## src/sv/frqwt_pkg.sv

```systemverilog
// Shared types, codes and constants of the fenced recycle queue with trim.
`default_nettype none

package frqwt_pkg;

   // Default sizing handed to the top level parameters
   localparam int DEF_QUEUE_DEPTH   = 128;
   localparam int DEF_KEEP_ELIGIBLE = 64;

   // Results per allocate, including the hit or miss result
   localparam int MAX_RESULTS = 64;
   localparam int DROP_W      = $clog2(MAX_RESULTS);

   // Field widths
   localparam int CMD_W      = 2;
   localparam int SEQ_W      = 32;
   localparam int HANDLE_W   = 16;
   localparam int KIND_W     = 3;
   localparam int REQ_DATA_W = 56;
   localparam int ENTRY_W    = SEQ_W + HANDLE_W;

   // Command codes on the request channel
   typedef enum logic [CMD_W-1:0] {
      CMD_ALLOC   = 2'd0,
      CMD_UPDATE  = 2'd1,
      CMD_RECYCLE = 2'd2
   } cmd_type;

   // Result kinds
   typedef enum logic [KIND_W-1:0] {
      KIND_HIT      = 3'd0,
      KIND_MISS     = 3'd1,
      KIND_RELEASED = 3'd2,
      KIND_PUSHED   = 3'd3,
      KIND_FULL     = 3'd4,
      KIND_ABSORBED = 3'd5
   } kind_type;

   // Controller states
   typedef enum logic [2:0] {
      ST_IDLE,
      ST_A_READ,
      ST_A_FRONT,
      ST_A_SCAN,
      ST_A_TRIM_CHK,
      ST_A_TRIM_RD,
      ST_A_TRIM_EVAL,
      ST_EXEC
   } state_type;

   // Commands from controller to datapath
   typedef struct packed {
      logic cap;
      logic rd_head;
      logic front_eval;
      logic scan_step;
      logic trim_load;
      logic trim_rd;
      logic trim_take;
      logic emit;
      logic emit_last;
      logic exec;
   } ctl_cmd_type;

   // Status from datapath to controller
   typedef struct packed {
      logic out_free;
      logic front_ok;
      logic scan_done;
      logic trim_more;
      logic exec_has_result;
   } dp_stat_type;

endpackage

`default_nettype wire

```

## src/sv/frqwt_ctrl.sv

```systemverilog
// Controller state machine of the fenced recycle queue with trim.
`default_nettype none

module frqwt_ctrl (
   input  wire logic                          clock,
   input  wire logic                          reset,
   input  wire logic                          in_valid,
   input  wire logic [frqwt_pkg::CMD_W-1:0]   in_cmd,
   output logic                               in_ready,
   input  wire frqwt_pkg::dp_stat_type        stat,
   output frqwt_pkg::ctl_cmd_type             ctl
);

   frqwt_pkg::state_type state_ff, state_in;

   // Next state
   always_comb begin
      state_in = state_ff;
      unique case (state_ff)
         frqwt_pkg::ST_IDLE: begin
            if (in_valid) begin
               if (in_cmd == frqwt_pkg::CMD_ALLOC) begin
                  state_in = frqwt_pkg::ST_A_READ;
               end else if (in_cmd == frqwt_pkg::CMD_UPDATE ||
                            in_cmd == frqwt_pkg::CMD_RECYCLE) begin
                  state_in = frqwt_pkg::ST_EXEC;
               end
            end
         end
         frqwt_pkg::ST_A_READ:     state_in = frqwt_pkg::ST_A_FRONT;
         frqwt_pkg::ST_A_FRONT:    state_in = frqwt_pkg::ST_A_SCAN;
         frqwt_pkg::ST_A_SCAN: begin
            if (stat.scan_done) begin
               state_in = frqwt_pkg::ST_A_TRIM_CHK;
            end
         end
         frqwt_pkg::ST_A_TRIM_CHK: state_in = frqwt_pkg::ST_A_TRIM_RD;
         frqwt_pkg::ST_A_TRIM_RD: begin
            if (stat.trim_more) begin
               state_in = frqwt_pkg::ST_A_TRIM_EVAL;
            end else if (stat.out_free) begin
               state_in = frqwt_pkg::ST_IDLE;
            end
         end
         frqwt_pkg::ST_A_TRIM_EVAL: begin
            if (stat.out_free) begin
               state_in = stat.front_ok ? frqwt_pkg::ST_A_TRIM_RD : frqwt_pkg::ST_IDLE;
            end
         end
         frqwt_pkg::ST_EXEC: begin
            if (stat.out_free || !stat.exec_has_result) begin
               state_in = frqwt_pkg::ST_IDLE;
            end
         end
         default: state_in = frqwt_pkg::ST_IDLE;
      endcase
   end

   // Outputs
   always_comb begin
      ctl      = '0;
      in_ready = 1'b0;
      unique case (state_ff)
         frqwt_pkg::ST_IDLE: begin
            in_ready = 1'b1;
            ctl.cap  = in_valid;
         end
         frqwt_pkg::ST_A_READ:     ctl.rd_head    = 1'b1;
         frqwt_pkg::ST_A_FRONT:    ctl.front_eval = 1'b1;
         frqwt_pkg::ST_A_SCAN:     ctl.scan_step  = !stat.scan_done;
         frqwt_pkg::ST_A_TRIM_CHK: ctl.trim_load  = 1'b1;
         frqwt_pkg::ST_A_TRIM_RD: begin
            if (stat.trim_more) begin
               ctl.trim_rd = 1'b1;
            end else if (stat.out_free) begin
               ctl.emit      = 1'b1;
               ctl.emit_last = 1'b1;
            end
         end
         frqwt_pkg::ST_A_TRIM_EVAL: begin
            if (stat.out_free) begin
               ctl.emit      = 1'b1;
               ctl.emit_last = !stat.front_ok;
               ctl.trim_take = stat.front_ok;
            end
         end
         frqwt_pkg::ST_EXEC: begin
            ctl.exec = stat.out_free || !stat.exec_has_result;
         end
         default: ctl = '0;
      endcase
   end

   // State register
   always_ff @(posedge clock) begin
      if (reset) begin
         state_ff <= frqwt_pkg::ST_IDLE;
      end else begin
         state_ff <= state_in;
      end
   end

endmodule

`default_nettype wire

```

## config.mk

```make
export PLATFORM = sky130hd
export DESIGN_NAME = frqwt_ctrl
export DESIGN_NICKNAME = d
export VERILOG_FILES = /design/src/sv/frqwt_pkg.sv /design/src/sv/frqwt_ctrl.sv
export SDC_FILE = /design/constraint.sdc
export NUM_CORES = 1
export LEC_CHECK = 0
export BUFFER_PORTS_ARGS = -buffer_cell sky130_fd_sc_hd__buf_2
export CORE_AREA = 2 2 39 41
export CTS_CLUSTER_DIAMETER = 60
export DETAILED_ROUTE_END_ITERATION = 8
export DIE_AREA = 0 0 41 43
export SETUP_SLACK_MARGIN = 0.02
export SLEW_MARGIN = 30
export SYNTH_ARGS = -nofsm -noshare
export SYNTH_HDL_FRONTEND = slang
export SYNTH_SLANG_ARGS = --single-unit
```

## constraint.sdc

```tcl
create_clock -name clock -period 2.4 [get_ports clock]
set_clock_uncertainty 0.05 [all_clocks]
set_input_delay 0.6 -clock clock [delete_from_list [all_inputs] [get_ports clock]]
set_output_delay 0.6 -clock clock [all_outputs]
set_load 0.01 [all_outputs]
```

==> impl_metrics.csv <==
group,metric,value,unit
run_status,result_of_the_run,"finished clean",
setup_path,r2r_depth,5,
setup_path,startpoint,"state_ff[0]$_SDFFE_PP0P_",
drt,drt_first_pass_iters,4,
setup_path,cp.buffers_inverters,1,
setup_path,cpMaxStageDelayCell,"sky130_fd_sc_hd__dfxtp_1",
layout,nFillCells,156,
power,leakage_power_figure,0.000245,uW
sta,max_slew.worst_pin.slew,0.465,ns
synth,synth-xor-area-share,0,%
power,seq_power_share,27.5,%
layout,antennaDiodeCount,0,
clock_network,clockRootBuffer,"sky130_fd_sc_hd__clkbuf_4",
placed_design,routabilityCongestion,0.731,
synth,syn_inst,52,
placed_design,placement_stage_worst_setup_slack,0.583,ns
sta,final-hold-violation-count,0,
power,vdd.ir_drop.worst,0.605,mV
floorplanning,fp.dieW,41,um
drt,detail_route.wl_per_cell,10.2,um
setup_path,cpPeakStageDelay,0.56,ns
global_routing,grt_first_pass_wirelength,1420,um
floorplanning,initial_core_util,26.5,%
power,pwr_density_cell,1110,mW/mm^2
min_path,hold_path_end,"state_ff[1]$_SDFFE_PP0P_",
global_routing,grt_antenna_before_repair,0,
synth,synth_common_cells,"5 x sky130_fd_sc_hd__a21oi_1, 5 x sky130_fd_sc_hd__nand2_1, 5 x sky130_fd_sc_hd__nor2_1, 3 x sky130_fd_sc_hd__dfxtp_1, 3 x sky130_fd_sc_hd__nor3_1",
synth,synthFlopType,"sky130_fd_sc_hd__dfxtp_1",
sta,fmax,485,MHz
setup_path,crit-reg2reg-capture,"state_ff[1]$_SDFFE_PP0P_",
power,internal_power,287,uW
drt,dr_total_vias,439,
clock_network,holdBufCountCts,0,
layout,areaGrowthSynthToFinish,33.8,%
flow_run,max_cap_viol_count,0,
synth,yosys_warnings,0,
synth,synth_area,367,um^2
sta,unrepaired_setup_endpoints_after_global_routing,"false",
layout,multi_input_area,277,um^2
layout,flip_flop_count_of_the_largest_register_after_layout,3,
power,net-switching-power,259,uW
setup_path,critical_path.top_delay_family,"flip-flops",
setup_path,worst-endpoint-arrival,1.41,ns
min_path,hold_path_class,"in2reg",
layout,post_route_cells_drive_above_1_share,42.5,%
clock_network,post_cts_buffers,0,
floorplanning,floorplan.rows,14,
setup_path,setup.worst_path.class,"reg2out",
synth,synth.mux.area_fraction,0,%
clock_network,ctsResizeCount,0,
synth,synth_compound_gate_area_share,33.1,%
drt,routed_via_density,4.93,
clock_network,cts_htree_levels,1,
synth,ff_latch_count_synth,3,
global_routing,grtUsageTotal,11.9,%
setup_path,crit_path_end_kind,"output port",
synth,synth_edf_count,0,
min_path,timing.hold.worst.start,"reset",
synth,syn_avg_cell_area,7.05,um^2
drt,drtIter0Drc,7,
clock_network,number_of_buffers_on_the_longest_clock_path,2,
setup_path,startpoint_type,"flop",
synth,synth-async-reset-ratio,0,%
clock_network,clock_tree_from_tritoncts,"yes",
clock_network,cts_inserted_buffers,3,
global_routing,first_global_vias,355,
sta,setup_total_negative_slack,0,ns
power,power.share.switching,47.4,%
drt,route.detailed.drc,0,
global_routing,globalRouteOverflowTotal,0,
synth,largest_family_of_logic_cells_by_synthesized_area,"simple AND/OR/NAND/NOR gates",
sta,period_share,85.9,%
clock_network,clock_latency_reported_for_the_late_side_of_the_worst_skew_pair,0.23,ns
clock_network,clock_pin_slew_on_the_worst_setup_and_hold_paths,0.04,ns
floorplanning,io_pins,21,
floorplanning,core-area,0.00138,mm^2
placed_design,place_hpwl,701,um
setup_path,timing.critical_path.cells,"nand2b_1, o22ai_1, and3_1, buf_2",
layout,regMostFlops,"state_ff",
global_routing,grt_max_degree,17,
layout,top_regs,"state_ff: 3 flops",
synth,synth_area_leaders,"sky130_fd_sc_hd__dfxtp_1 16%, sky130_fd_sc_hd__a21oi_1 6.8%, sky130_fd_sc_hd__a21bo_2 5.5%",
drt,antenna_violating_nets_post_route,0,
placed_design,port_buffers,20,
sta,timing.slew.headroom,68.9,%
setup_path,r2r_setup_slack,0.73,ns
setup_path,critPathMaxFanout,14,
sta,finalSetupViolCount,0,
clock_network,cts_sinks,3,
power,p_clk_share,16.1,%
setup_path,crit_required,1.75,ns
synth,area_share_of_fa_ha_maj_cells_after_synthesis,0,%
sta,final.min_clock_period,2.06,ns
synth,synth_sequential_area_ratio,16.4,%
min_path,worstHoldPathCells,2,
layout,final_nets,84,
drt,detail_route.wirelength,911,um
synth,synth_simple_gate_area_share,42.3,%
sta,final_max_slew_viol_count,0,
sta,postLayoutSetupSlackWorst,0.337,ns
power,power.share.combinational,56.4,%
floorplanning,floorplan.die.height,43,um
synth,synth_area_leader,"sky130_fd_sc_hd__dfxtp_1",
synth,synthDistinctLibCells,29,
setup_path,worstReg2RegStart,"state_ff[2]$_SDFFE_PP0P_",
synth,synth_top_cell_area_share,16.4,%
layout,register_area,60.1,um^2
floorplanning,design.die.area,0.00176,mm^2
synth,syn-num-nets,62,
how the worst max path moves through the flow:
| stage | endpoint | cells past startpoint |
|---|---|---|
| 2_1_floorplan | ctl[9] | 3 |
| 3_3_place_gp | ctl[1] | 4 |
| 3_5_place_dp | ctl[1] | 4 |
| 4_1_cts | ctl[1] | 4 |
| 5_1_grt | ctl[1] | 4 |
| 6_report | ctl[1] | 4 |
layout make-up:
class / count / area share (%)
Multi-Input combinational cell: 44 / 56.4
Sequential cell: 3 / 12.2
Inverter: 2 / 1.53
Timing Repair Buffer: 20 / 20.4
Tap cell: 16 / 4.08
Clock buffer: 4 / 5.36
per-layer routing:
| metal | vias to the layer above | share of wire [%] | routed length [um] | track usage [%] |
|---|---|---|---|---|
| met2 | 17 | 47 | 426 | 17.2 |
| li1 | 229 | - | - | - |
| met5 | - | 0 | 0 | 0 |
| met3 | 0 | 9.0 | 82 | 1.57 |
| met1 | 193 | 44 | 401 | 15.7 |
| met4 | 0 | 0 | 0 | 8.00 |
kinds of logic (layout without fill, tap and decap cells):
logic type / Yosys count / count (layout)
compound gates: 17 / 17
simple gates: 27 / 27
buf+inv: 5 / 26
flops: 3 / 3
cells in the final DEF (no fill, tap or decap), drive strengths merged, types with 2 or more instances in the layout:
cell	count
a21bo	2
a21oi	5
a31oi	2
and3	2
buf	20
clkbuf	4
dfxtp	3
inv	2
nand2	5
nand2b	3
nand3	2
nor2	6
nor3	3
o21ai	4
metrics by stage:
stage               hold WS [ns]  cell area (um^2)  utilization, %  power [uW]  std cells
finish                     0.508               490            35.4         546         89
global route               0.508               490            35.4         604         89
CTS                        0.497               490            35.4         552         89
detailed placement         0.619               464            33.5         457         85
global placement           0.625               464            33.5         459         85
floorplan                  0.582               367               -         389         52
power groups by stage:
stage,Clock (uW),Sequential [uW],Combinational (uW)
floorplan,0,94.6,295
global placement,0,148,311
detailed placement,0,147,310
CTS,95.2,146,311
global route,100,157,347
finish,88.0,150,308
(Power assumes the default switching activity.)
